[config.mk]
export PLATFORM = sky130hd
export DESIGN_NAME = rf_pulse_frame_decoder_unit
export DESIGN_NICKNAME = d
export VERILOG_FILES = /design/src/rfpd_pkg.sv /design/src/rfpd_cfg_regs.sv /design/src/rfpd_classify.sv /design/src/rfpd_frame_fsm.sv /design/src/rfpd_out_stage.sv /design/src/rf_pulse_frame_decoder_unit.sv
export SDC_FILE = /design/constraint.sdc
export NUM_CORES = 2
export LEC_CHECK = 0
export BUFFER_PORTS_ARGS = -buffer_cell sky130_fd_sc_hd__buf_4
export CORE_MARGIN = 1.5
export CORE_UTILIZATION = 30
export DETAILED_ROUTE_END_ITERATION = 10
export HOLD_SLACK_MARGIN = 0.05
export PLACE_DENSITY = 0.56
export SYNTH_ARGS = -nofsm -noshare
export SYNTH_HDL_FRONTEND = slang
export SYNTH_SLANG_ARGS = --single-unit
[constraint.sdc]
create_clock -name clk -period 8.8 [get_ports clk]
set_clock_uncertainty 0.15 [all_clocks]
set_input_delay 1.76 -clock clk [delete_from_list [all_inputs] [get_ports clk]]
set_output_delay 1.76 -clock clk [all_outputs]
set_load 0.02 [all_outputs]
[src/rfpd_pkg.sv]
// ============================================================================
// rfpd_pkg: shared types and constants of the RF pulse frame decoder
// Register indexes, reset values, result codes and the bound and result
// structures passed between the decoder modules.
// ============================================================================
package rfpd_pkg;

    localparam int DUR_W     = 16;
    localparam int TOL_W     = 7;
    localparam int FACTOR_W  = 8;
    localparam int PROD_W    = DUR_W + FACTOR_W;
    localparam int CFG_IDX_W = 3;
    localparam int PCT_FULL  = 100;

    localparam int FRAME_BITS_DEF = 40;
    localparam int SHORT_BITS     = 5;

    // Frame field positions, counted from the last bit shifted in.
    localparam int ID_LSB  = 12;
    localparam int ID_W    = 28;
    localparam int CH_LSB  = 8;
    localparam int CH_W    = 4;
    localparam int CMD_W   = 8;
    localparam int FIELD_SPAN = ID_LSB + ID_W;

    localparam logic [CFG_IDX_W-1:0] CFG_SYNC_MARK  = 3'd0;
    localparam logic [CFG_IDX_W-1:0] CFG_SYNC_SPACE = 3'd1;
    localparam logic [CFG_IDX_W-1:0] CFG_ZERO_MARK  = 3'd2;
    localparam logic [CFG_IDX_W-1:0] CFG_ZERO_SPACE = 3'd3;
    localparam logic [CFG_IDX_W-1:0] CFG_ONE_MARK   = 3'd4;
    localparam logic [CFG_IDX_W-1:0] CFG_ONE_SPACE  = 3'd5;
    localparam logic [CFG_IDX_W-1:0] CFG_TOLERANCE  = 3'd6;

    localparam logic [DUR_W-1:0] RST_SYNC_MARK  = 16'd4760;
    localparam logic [DUR_W-1:0] RST_SYNC_SPACE = 16'd1520;
    localparam logic [DUR_W-1:0] RST_ZERO_MARK  = 16'd320;
    localparam logic [DUR_W-1:0] RST_ZERO_SPACE = 16'd760;
    localparam logic [DUR_W-1:0] RST_ONE_MARK   = 16'd720;
    localparam logic [DUR_W-1:0] RST_ONE_SPACE  = 16'd360;
    localparam logic [TOL_W-1:0] RST_TOLERANCE  = 7'd25;

    localparam logic [1:0] ST_OK         = 2'd0;
    localparam logic [1:0] ST_SYNC_ERR   = 2'd1;
    localparam logic [1:0] ST_INCOMPLETE = 2'd2;
    localparam logic [1:0] ST_TOO_SHORT  = 2'd3;

    localparam logic [1:0] KIND_UP    = 2'd0;
    localparam logic [1:0] KIND_STOP  = 2'd1;
    localparam logic [1:0] KIND_DOWN  = 2'd2;
    localparam logic [1:0] KIND_OTHER = 2'd3;

    localparam logic [CMD_W-1:0] CMD_UP   = 8'h11;
    localparam logic [CMD_W-1:0] CMD_STOP = 8'h55;
    localparam logic [CMD_W-1:0] CMD_DOWN = 8'h33;

    // Acceptance window of one expected duration, scaled by 100.
    typedef struct packed {
        logic [PROD_W-1:0] lo;
        logic [PROD_W-1:0] hi;
    } bound_t;

    typedef struct packed {
        bound_t sync_mark;
        bound_t sync_space;
        bound_t zero_mark;
        bound_t zero_space;
        bound_t one_mark;
        bound_t one_space;
    } bounds_t;

    typedef struct packed {
        logic sync_mark;
        logic sync_space;
        logic zero_mark;
        logic zero_space;
        logic one_mark;
        logic one_space;
    } fit_t;

    typedef struct packed {
        logic [1:0]       status;
        logic [ID_W-1:0]  remote_id;
        logic [CH_W-1:0]  channel;
        logic [CMD_W-1:0] command;
        logic [1:0]       command_kind;
    } result_t;

endpackage

[src/rfpd_cfg_regs.sv]
// ============================================================================
// rfpd_cfg_regs: configuration registers and duration windows
// Holds the timing registers and registers, for every expected duration,
// the window bounds e*(100-t) and e*(100+t) used by the classifier.
// ============================================================================
module rfpd_cfg_regs (
    input  logic                             clk,
    input  logic                             rst_n,
    input  logic                             wr_en,
    input  logic [rfpd_pkg::CFG_IDX_W-1:0]   wr_index,
    input  logic [rfpd_pkg::DUR_W-1:0]       wr_data,
    output rfpd_pkg::bounds_t                bounds
);

    logic [rfpd_pkg::DUR_W-1:0] sync_mark_reg;
    logic [rfpd_pkg::DUR_W-1:0] sync_space_reg;
    logic [rfpd_pkg::DUR_W-1:0] zero_mark_reg;
    logic [rfpd_pkg::DUR_W-1:0] zero_space_reg;
    logic [rfpd_pkg::DUR_W-1:0] one_mark_reg;
    logic [rfpd_pkg::DUR_W-1:0] one_space_reg;
    logic [rfpd_pkg::TOL_W-1:0] tolerance_reg;

    logic [rfpd_pkg::FACTOR_W-1:0] lo_factor;
    logic [rfpd_pkg::FACTOR_W-1:0] hi_factor;
    rfpd_pkg::bounds_t             bounds_next;
    rfpd_pkg::bounds_t             bounds_reg;

    function automatic rfpd_pkg::bound_t make_bound(
        input logic [rfpd_pkg::DUR_W-1:0]    expected,
        input logic [rfpd_pkg::FACTOR_W-1:0] lo_f,
        input logic [rfpd_pkg::FACTOR_W-1:0] hi_f
    );
        rfpd_pkg::bound_t b;
        b.lo = rfpd_pkg::PROD_W'(expected) * rfpd_pkg::PROD_W'(lo_f);
        b.hi = rfpd_pkg::PROD_W'(expected) * rfpd_pkg::PROD_W'(hi_f);
        return b;
    endfunction

    always_ff @(posedge clk or negedge rst_n)
    begin
        if (!rst_n)
        begin
            sync_mark_reg  <= rfpd_pkg::RST_SYNC_MARK;
            sync_space_reg <= rfpd_pkg::RST_SYNC_SPACE;
            zero_mark_reg  <= rfpd_pkg::RST_ZERO_MARK;
            zero_space_reg <= rfpd_pkg::RST_ZERO_SPACE;
            one_mark_reg   <= rfpd_pkg::RST_ONE_MARK;
            one_space_reg  <= rfpd_pkg::RST_ONE_SPACE;
            tolerance_reg  <= rfpd_pkg::RST_TOLERANCE;
        end
        else if (wr_en)
        begin
            case (wr_index)
                rfpd_pkg::CFG_SYNC_MARK:  sync_mark_reg  <= wr_data;
                rfpd_pkg::CFG_SYNC_SPACE: sync_space_reg <= wr_data;
                rfpd_pkg::CFG_ZERO_MARK:  zero_mark_reg  <= wr_data;
                rfpd_pkg::CFG_ZERO_SPACE: zero_space_reg <= wr_data;
                rfpd_pkg::CFG_ONE_MARK:   one_mark_reg   <= wr_data;
                rfpd_pkg::CFG_ONE_SPACE:  one_space_reg  <= wr_data;
                rfpd_pkg::CFG_TOLERANCE:  tolerance_reg  <= wr_data[rfpd_pkg::TOL_W-1:0];
                default:                  ;
            endcase
        end
    end

    // At a tolerance of 100 percent or more the lower bound is zero.
    always_comb
    begin
        if (tolerance_reg >= rfpd_pkg::TOL_W'(rfpd_pkg::PCT_FULL))
        begin
            lo_factor = '0;
        end
        else
        begin
            lo_factor = rfpd_pkg::FACTOR_W'(rfpd_pkg::PCT_FULL)
                      - rfpd_pkg::FACTOR_W'(tolerance_reg);
        end
        hi_factor = rfpd_pkg::FACTOR_W'(rfpd_pkg::PCT_FULL)
                  + rfpd_pkg::FACTOR_W'(tolerance_reg);

        bounds_next.sync_mark  = make_bound(sync_mark_reg,  lo_factor, hi_factor);
        bounds_next.sync_space = make_bound(sync_space_reg, lo_factor, hi_factor);
        bounds_next.zero_mark  = make_bound(zero_mark_reg,  lo_factor, hi_factor);
        bounds_next.zero_space = make_bound(zero_space_reg, lo_factor, hi_factor);
        bounds_next.one_mark   = make_bound(one_mark_reg,   lo_factor, hi_factor);
        bounds_next.one_space  = make_bound(one_space_reg,  lo_factor, hi_factor);
    end

    always_ff @(posedge clk)
    begin
        bounds_reg <= bounds_next;
    end

    assign bounds = bounds_reg;

endmodule

[src/rfpd_classify.sv]
// ============================================================================
// rfpd_classify: duration window compare
// Checks one measured duration against all six expected-duration windows.
// ============================================================================
module rfpd_classify (
    input  logic [rfpd_pkg::DUR_W-1:0] duration,
    input  rfpd_pkg::bounds_t          bounds,
    output rfpd_pkg::fit_t             fit
);

    logic [rfpd_pkg::PROD_W-1:0] scaled;
    logic [rfpd_pkg::PROD_W-1:0] scaled_top;

    // floor(lo/100) <= d holds when lo <= 100*d + 99, and
    // d <= floor(hi/100) holds when 100*d <= hi.
    function automatic logic in_window(
        input rfpd_pkg::bound_t           b,
        input logic [rfpd_pkg::PROD_W-1:0] s,
        input logic [rfpd_pkg::PROD_W-1:0] s_top
    );
        return (b.lo <= s_top) && (s <= b.hi);
    endfunction

    always_comb
    begin
        scaled     = rfpd_pkg::PROD_W'(duration) * rfpd_pkg::PROD_W'(rfpd_pkg::PCT_FULL);
        scaled_top = scaled + rfpd_pkg::PROD_W'(rfpd_pkg::PCT_FULL - 1);

        fit.sync_mark  = in_window(bounds.sync_mark,  scaled, scaled_top);
        fit.sync_space = in_window(bounds.sync_space, scaled, scaled_top);
        fit.zero_mark  = in_window(bounds.zero_mark,  scaled, scaled_top);
        fit.zero_space = in_window(bounds.zero_space, scaled, scaled_top);
        fit.one_mark   = in_window(bounds.one_mark,   scaled, scaled_top);
        fit.one_space  = in_window(bounds.one_space,  scaled, scaled_top);
    end

endmodule

[src/rfpd_frame_fsm.sv]
// ============================================================================
// rfpd_frame_fsm: frame sequencer
// Tracks sync and bit phases, shifts in decoded bits and forms the result
// item for a finished or broken frame.
// ============================================================================
module rfpd_frame_fsm #(
    parameter int FRAME_BITS = rfpd_pkg::FRAME_BITS_DEF
) (
    input  logic               clk,
    input  logic               rst_n,
    input  logic               step,
    input  logic               level,
    input  rfpd_pkg::fit_t     fit,
    output logic               has_result,
    output rfpd_pkg::result_t  result
);

    localparam int BITS_W = $clog2(FRAME_BITS + 1);
    localparam int EXT_W  = (FRAME_BITS > rfpd_pkg::FIELD_SPAN) ? FRAME_BITS
                                                                : rfpd_pkg::FIELD_SPAN;

    typedef enum logic [1:0] {
        PH_IDLE,
        PH_SYNC_SPACE,
        PH_MARK,
        PH_SPACE
    } phase_t;

    phase_t                  phase_reg, phase_next;
    logic [BITS_W-1:0]       bits_reg, bits_next;
    logic [FRAME_BITS-1:0]   frame_reg, frame_next;
    logic [1:0]              mclass_reg, mclass_next;

    logic                    bit_ok;
    logic                    bit_val;
    logic [BITS_W-1:0]       bits_inc;
    logic [FRAME_BITS-1:0]   frame_shifted;
    logic [EXT_W-1:0]        frame_ext;
    logic [rfpd_pkg::CMD_W-1:0] cmd;
    logic [1:0]              abort_status;

    always_comb
    begin
        // A pair that fits both bit shapes is taken as a zero.
        bit_ok  = 1'b0;
        bit_val = 1'b0;
        if (!level && mclass_reg[0] && fit.zero_space)
        begin
            bit_ok = 1'b1;
        end
        else if (!level && mclass_reg[1] && fit.one_space)
        begin
            bit_ok  = 1'b1;
            bit_val = 1'b1;
        end

        bits_inc      = bits_reg + BITS_W'(1);
        frame_shifted = {frame_reg[FRAME_BITS-2:0], bit_val};
        frame_ext     = EXT_W'(frame_shifted);
        cmd           = frame_ext[rfpd_pkg::CMD_W-1:0];
        abort_status  = (bits_reg > BITS_W'(rfpd_pkg::SHORT_BITS))
                      ? rfpd_pkg::ST_INCOMPLETE : rfpd_pkg::ST_TOO_SHORT;

        phase_next  = phase_reg;
        bits_next   = bits_reg;
        frame_next  = frame_reg;
        mclass_next = mclass_reg;
        has_result  = 1'b0;
        result.status       = rfpd_pkg::ST_OK;
        result.remote_id    = '0;
        result.channel      = '0;
        result.command      = '0;
        result.command_kind = rfpd_pkg::KIND_OTHER;

        case (phase_reg)
            PH_IDLE:
            begin
                if (level && fit.sync_mark)
                begin
                    phase_next = PH_SYNC_SPACE;
                end
            end
            PH_SYNC_SPACE:
            begin
                if (!level && fit.sync_space)
                begin
                    phase_next  = PH_MARK;
                    bits_next   = '0;
                    frame_next  = '0;
                    mclass_next = '0;
                end
                else
                begin
                    has_result    = 1'b1;
                    result.status = rfpd_pkg::ST_SYNC_ERR;
                    phase_next    = PH_IDLE;
                end
            end
            PH_MARK:
            begin
                if (level && (fit.zero_mark || fit.one_mark))
                begin
                    mclass_next = {fit.one_mark, fit.zero_mark};
                    phase_next  = PH_SPACE;
                end
                else
                begin
                    has_result    = 1'b1;
                    result.status = abort_status;
                    phase_next    = PH_IDLE;
                    bits_next     = '0;
                    frame_next    = '0;
                    mclass_next   = '0;
                end
            end
            PH_SPACE:
            begin
                mclass_next = '0;
                if (!bit_ok)
                begin
                    has_result    = 1'b1;
                    result.status = abort_status;
                    phase_next    = PH_IDLE;
                    bits_next     = '0;
                    frame_next    = '0;
                end
                else if (bits_inc < BITS_W'(FRAME_BITS))
                begin
                    phase_next = PH_MARK;
                    bits_next  = bits_inc;
                    frame_next = frame_shifted;
                end
                else
                begin
                    has_result       = 1'b1;
                    result.status    = rfpd_pkg::ST_OK;
                    result.remote_id = frame_ext[rfpd_pkg::ID_LSB +: rfpd_pkg::ID_W];
                    result.channel   = frame_ext[rfpd_pkg::CH_LSB +: rfpd_pkg::CH_W];
                    result.command   = cmd;
                    case (cmd)
                        rfpd_pkg::CMD_UP:   result.command_kind = rfpd_pkg::KIND_UP;
                        rfpd_pkg::CMD_STOP: result.command_kind = rfpd_pkg::KIND_STOP;
                        rfpd_pkg::CMD_DOWN: result.command_kind = rfpd_pkg::KIND_DOWN;
                        default:            result.command_kind = rfpd_pkg::KIND_OTHER;
                    endcase
                    phase_next = PH_IDLE;
                    bits_next  = '0;
                    frame_next = '0;
                end
            end
            default:
            begin
                phase_next = PH_IDLE;
            end
        endcase
    end

    always_ff @(posedge clk or negedge rst_n)
    begin
        if (!rst_n)
        begin
            phase_reg  <= PH_IDLE;
            bits_reg   <= '0;
            frame_reg  <= '0;
            mclass_reg <= '0;
        end
        else if (step)
        begin
            phase_reg  <= phase_next;
            bits_reg   <= bits_next;
            frame_reg  <= frame_next;
            mclass_reg <= mclass_next;
        end
    end

endmodule

[src/rfpd_out_stage.sv]
// ============================================================================
// rfpd_out_stage: result register
// Holds one result item until the receiver takes it.
// ============================================================================
module rfpd_out_stage (
    input  logic               clk,
    input  logic               rst_n,
    input  logic               load,
    input  rfpd_pkg::result_t  result,
    input  logic               out_stall,
    output logic               out_valid,
    output logic               free,
    output rfpd_pkg::result_t  held
);

    logic              valid_reg, valid_next;
    rfpd_pkg::result_t data_reg;

    always_comb
    begin
        free       = !valid_reg || !out_stall;
        valid_next = load || (valid_reg && out_stall);
    end

    always_ff @(posedge clk or negedge rst_n)
    begin
        if (!rst_n)
        begin
            valid_reg <= 1'b0;
        end
        else
        begin
            valid_reg <= valid_next;
        end
    end

    always_ff @(posedge clk)
    begin
        if (load)
        begin
            data_reg <= result;
        end
    end

    assign out_valid = valid_reg;
    assign held      = data_reg;

endmodule

[src/rf_pulse_frame_decoder_unit.sv]
// ============================================================================
// rf_pulse_frame_decoder_unit: pulse-width remote frame decoder
// Decodes sync plus FRAME_BITS mark/space bit pairs into remote id,
// channel and command, or reports why a frame broke off.
// ============================================================================
// Usage:
//   Input channel (in_valid/in_stall) carries one measured pulse per item:
//   level (1 mark, 0 space) and duration_us. Output channel
//   (out_valid/out_stall) carries a result item for each completed frame
//   and for each sync or bit error; other pulses give no result.
//   The configuration channel (cfg_valid/cfg_ready, cfg_index, cfg_data)
//   is always ready and should be written while no pulses are in flight.
//   Window bounds are registered behind the timing registers.
//   An accepted pulse is held in the input register, and its result is
//   loaded into the output register when the held pulse moves on.
//   One pulse is taken per cycle unless in_stall is high; the FSM steps with it.
//   When the receiver stalls with a result pending, a pulse that would make
//   another result waits in the input register and in_stall rises; pulses
//   that produce no result still pass.
//   Reset loads the default timing values, clears the frame state to idle
//   and empties both registers.
// ============================================================================
module rf_pulse_frame_decoder_unit #(
    parameter int FRAME_BITS = rfpd_pkg::FRAME_BITS_DEF
) (
    input  logic                             clk,
    input  logic                             rst_n,
    input  logic                             in_valid,
    output logic                             in_stall,
    input  logic                             level,
    input  logic [rfpd_pkg::DUR_W-1:0]       duration_us,
    output logic                             out_valid,
    input  logic                             out_stall,
    output logic [1:0]                       status,
    output logic [rfpd_pkg::ID_W-1:0]        remote_id,
    output logic [rfpd_pkg::CH_W-1:0]        channel,
    output logic [rfpd_pkg::CMD_W-1:0]       command,
    output logic [1:0]                       command_kind,
    input  logic                             cfg_valid,
    output logic                             cfg_ready,
    input  logic [rfpd_pkg::CFG_IDX_W-1:0]   cfg_index,
    input  logic [rfpd_pkg::DUR_W-1:0]       cfg_data
);

    logic                        in_valid_reg, in_valid_next;
    logic                        level_reg;
    logic [rfpd_pkg::DUR_W-1:0]  duration_reg;

    rfpd_pkg::bounds_t  bounds;
    rfpd_pkg::fit_t     fit;
    rfpd_pkg::result_t  result;
    rfpd_pkg::result_t  held;
    logic               has_result;
    logic               out_free;
    logic               step;
    logic               in_take;

    assign cfg_ready = 1'b1;

    rfpd_cfg_regs u_cfg (
        .clk      (clk),
        .rst_n    (rst_n),
        .wr_en    (cfg_valid && cfg_ready),
        .wr_index (cfg_index),
        .wr_data  (cfg_data),
        .bounds   (bounds)
    );

    rfpd_classify u_classify (
        .duration (duration_reg),
        .bounds   (bounds),
        .fit      (fit)
    );

    rfpd_frame_fsm #(
        .FRAME_BITS (FRAME_BITS)
    ) u_fsm (
        .clk        (clk),
        .rst_n      (rst_n),
        .step       (step),
        .level      (level_reg),
        .fit        (fit),
        .has_result (has_result),
        .result     (result)
    );

    rfpd_out_stage u_out (
        .clk       (clk),
        .rst_n     (rst_n),
        .load      (step && has_result),
        .result    (result),
        .out_stall (out_stall),
        .out_valid (out_valid),
        .free      (out_free),
        .held      (held)
    );

    // The held pulse moves on unless it makes a result that has nowhere to go.
    always_comb
    begin
        step          = in_valid_reg && (!has_result || out_free);
        in_stall      = in_valid_reg && !step;
        in_take       = in_valid && !in_stall;
        in_valid_next = in_take || (in_valid_reg && !step);
    end

    always_ff @(posedge clk or negedge rst_n)
    begin
        if (!rst_n)
        begin
            in_valid_reg <= 1'b0;
        end
        else
        begin
            in_valid_reg <= in_valid_next;
        end
    end

    always_ff @(posedge clk)
    begin
        if (in_take)
        begin
            level_reg    <= level;
            duration_reg <= duration_us;
        end
    end

    assign status       = held.status;
    assign remote_id    = held.remote_id;
    assign channel      = held.channel;
    assign command      = held.command;
    assign command_kind = held.command_kind;

    a_err_fields_zero: assert property (@(posedge clk) disable iff (!rst_n)
        (out_valid && status != rfpd_pkg::ST_OK) |->
            (remote_id == '0 && channel == '0 && command == '0
             && command_kind == rfpd_pkg::KIND_OTHER))
        else $error("error result carries frame fields");

    a_stall_only_when_blocked: assert property (@(posedge clk) disable iff (!rst_n)
        in_stall |-> (out_valid && out_stall))
        else $error("input stalled while the result register could take an item");

    a_result_from_held_pulse: assert property (@(posedge clk) disable iff (!rst_n)
        $rose(out_valid) |-> $past(in_valid_reg))
        else $error("result appeared without a pulse in the input register");

    a_ok_kind_matches: assert property (@(posedge clk) disable iff (!rst_n)
        (out_valid && status == rfpd_pkg::ST_OK && command == rfpd_pkg::CMD_UP)
            |-> (command_kind == rfpd_pkg::KIND_UP))
        else $error("up command not classified as up");

endmodule

==> impl_summary.txt <==
----------------------------------------------------
[Synthesis]
  Top-area cell type share of the netlist area ... 29.7%
  Mapped Nets ... 9338
  Synthesized-area fraction occupied by ao, oa, aoi and oai cells ... 7.75%
  Syn Inst Count ... 7443
  Cell type contributing the most total cell area after synthesis ... sky130_fd_sc_hd__fa_1
  Post-synthesis average cell area ... 9.23 sq um
  #FFs+latches synth ... 503
  EDFF count, synth ... 61
  Xor/xnor cell area share of the yosys netlist ... roughly 3%
  Main synth FF type ... sky130_fd_sc_hd__dfxtp_1
  Share of synthesized area spent on multiplexers ... approximately 1.8%
  Simple-gate portion of the synthesized area ... 17.1%
  Combinational family with the most area after synthesis ... adder cells
  Count of warnings emitted by yosys ... 0
  Syn Std Cell Area ... 0.0687 sq mm
  Share of synthesized flip-flops with an asynchronous set or reset ... 30.6%
  Area share of fa/ha/maj cells after synthesis ... between 40 and 50%
  Unique masters post-synth ... between 100 and 150
  Synth top area cells ... sky130_fd_sc_hd__fa_1, sky130_fd_sc_hd__ha_1, sky130_fd_sc_hd__dfxtp_1, sky130_fd_sc_hd__inv_1, sky130_fd_sc_hd__and2_1
  Sequential share of the synthesized area ... about 17%

[Routing]
  Detailed Route Iter0 Violations ... 3705
  Total wirelength of the detailed-routed design ... between 200000 and 250000 um
  Final ANT Viol Nets ... 0
  Via count ... 52400
  Post-detailed-route DRC marker count ... 0
  Vias per Instance ... between 4 and 5
  Number of detailed-routing iterations run before antenna repair ... 6
  Wire length per cell after detailed routing ... 20.8 um

[Clock network]
  Clock root buffer ... sky130_fd_sc_hd__clkbuf_16
  Clock latency on the worst-skew pair ... 690 ps
  H-tree lvl count ... 3
  Clock tree from TritonCTS ... built
  Number of sinks driven by the clock tree ... 503
  Clock-pin transition on the worst setup and hold timing paths ... roughly 60 ps
  Max clock buf depth ... 3
  Total CTS buffers ... 66

[Finish]
  Layout filler cell count ... 23100
  FF+latch area ... roughly 0.011 sq mm
  Fraction of final layout cells with drive strength greater than 1 ... 9.34%
  Highest-count cells in the layout ignoring fill and taps ... sky130_fd_sc_hd__inv_1, sky130_fd_sc_hd__fa_1, sky130_fd_sc_hd__nand2_1
  Area of the multi-input gates ... 0.0521 sq mm
  Max reg flops ... between 200 and 300
  Most common cell after layout, fill and taps aside ... sky130_fd_sc_hd__inv_1
  Net count of the finished layout ... 9393
  Layout overhead on the synthesized area ... 12.0%

[Floorplanning]
  Die area ... 0.232 sq mm
  Starting Density ... 30.2%
  Horizontal extent of the die ... around 480 um
  Number of top-level pins ... 88
  Number of rows created at floorplan ... roughly 180
  Floorplan Core Area ... between 0.2 and 0.25 sq mm
  Die height ... 481 um

[Critical path]
  Critical path's slowest cell ... sky130_fd_sc_hd__fa_1
  CP Capture Type ... output port
  Worst path required time ... 6890 ps
  R2R Setup Slk ... 530 ps
  Kind of critical path ... reg -> out
  Register-to-Register Path Depth ... 25
  Arr. time, crit path ... 7020 ps
  Slowest stage delay, CP ... 510 ps
  Critical Path Source Type ... flop
  CP Max Fanout ... 9

[GRT]
  First-pass GRT wire length ... around 340000 um
  Initial antenna violation count ... 14
  Vias in the first global route ... 54500
  Largest net degree at the start of global routing ... 98
  Tot GR Track Use ... 19.2%
  Total congestion overflow ... 0

[STA]
  Post-layout minimum cycle time ... 8930 ps
  Final period utilization ... 101%
  Final Max Tran Viols ... 0
  Transition time at the pin with the least slew margin ... about 1300 ps
  Unrepaired setup endpoints after global routing ... yes
  Post-route setup slack ... -127 ps
  Final setup viols ... 1
  Peak Freq ... 112 MHz
  Slew HR ... 15.1%
  Number of endpoints with negative hold slack in the final report ... 0
  Total negative slack ... -127 ps

[Run status]
  Violations in the final reports ... setup timing
  Outcome ... finished, violations left

[Placement]
  Hpwl dp ... 164000 um
  Quantity of I/O buffers inserted on ports ... 86
  Routability congestion estimate ... 0.961

[Worst hold path]
  Hold Path Stages ... 2
  Hold WC Path Type ... reg -> reg

[Run]
  Max-capacitance violation count ... 0

----------------------------------------------------
==> kinds of logic after synthesis <==
kind of cell               count (synthesis)
adders and majority gates               1854
DFF                                      503
other                                      1
xor gates and xnor gates                 223
AOI/OAI and AO/OA                        818
and+or+nand+nor                         2350
buffers and inverters                   1586
muxes                                    108
==> per-layer routing <==
| metal | GRT usage, % | vias up | routed length, um |
|---|---|---|---|
| met5 | 0 | - | 79 |
| met4 | 6.90 | 12 | 9340 |
| met3 | 3.93 | 312 | 15600 |
| met2 | 30.1 | 1645 | 96800 |
| met1 | 25.9 | 26700 | 97700 |
| li1 | - | 23700 | - |
==> worst paths after layout <==
kind,from,endpoint
worst max register to register,u_cfg.tolerance_reg[2]$_DFFE_PN0P_,u_cfg.bounds[23]$_DFF_P_
worst min register to register,u_fsm.frame_reg[36]$_DFFE_PN0P_,u_fsm.frame_reg[36]$_DFFE_PN0P_
worst min-delay path,u_fsm.frame_reg[36]$_DFFE_PN0P_,u_fsm.frame_reg[36]$_DFFE_PN0P_
worst max-delay path,duration_reg[6]$_DFFE_PP_,in_stall
max in group asynchronous,rst_n,u_cfg.tolerance_reg[2]$_DFFE_PN0P_
min in group asynchronous,rst_n,u_out.out_valid$_DFF_PN0_
==> metrics by stage <==
stage	hold slack (ps)	util, %	cells	worst slack, ps	area, sq um
after floorplan	291	-	7443	104	68700
after global placement	320	32.2	10400	6.81	73400
after detailed placement	335	32.2	10400	-41.5	73400
after CTS	358	33.6	10500	4.32	76400
after global routing	378	33.8	10600	-364	76900
final	355	33.8	10600	-127	76900
==> area by class of cell <==
type                    instances  area share [%]
clock buffers                  88            2.43
flip-flops and latches        503            14.9
diodes                          7          0.0228
well taps                    3009            4.89
inverters                    1273            6.21
clock inverters                34           0.509
multi-input cells            5354            67.7
repair buffers                300            3.27
==> worst max-delay path: cells and delay by family (launching register included) <==
family / cells / cell delay [ps]
simple gates: 4 / 510
compound gates: 15 / 2890
mux: 1 / 140
buf+inv: 5 / 840
fa+ha+maj: 5 / 1550
flops: 1 / 410
==> synthesized netlist by cell type (all sizes together), types with 21 or more instances <==
master     n
a211oi    33
a21boi    48
a21o      96
a21oi    166
a31oi     36
and2     650
and3      53
clkbuf   298
dfrtp    124
dfstp     30
dfxtp    288
edfxtp    61
fa      1019
ha       835
inv     1273
mux2     104
nand2    953
nand3     63
nand4     54
nor2     231
nor2b    105
nor3      94
nor4      51
o21a      34
o21ai    229
o31ai     54
or3       21
xnor2    171
xor2      45
==> repair_timing <==
| action | in CTS | in global routing |
|---|---|---|
| gates resized for setup | 87 | 54 |
| pin swaps | 46 | 61 |
| buffers inserted | 34 | 26 |
| hold buffers | 0 | 0 |
| endpoints found under the setup margin | 1 | 1 |
Power is left out: the tool's default activity adds up to more than one toggle a clock period on the data nets, which glitch-free logic cannot reach.
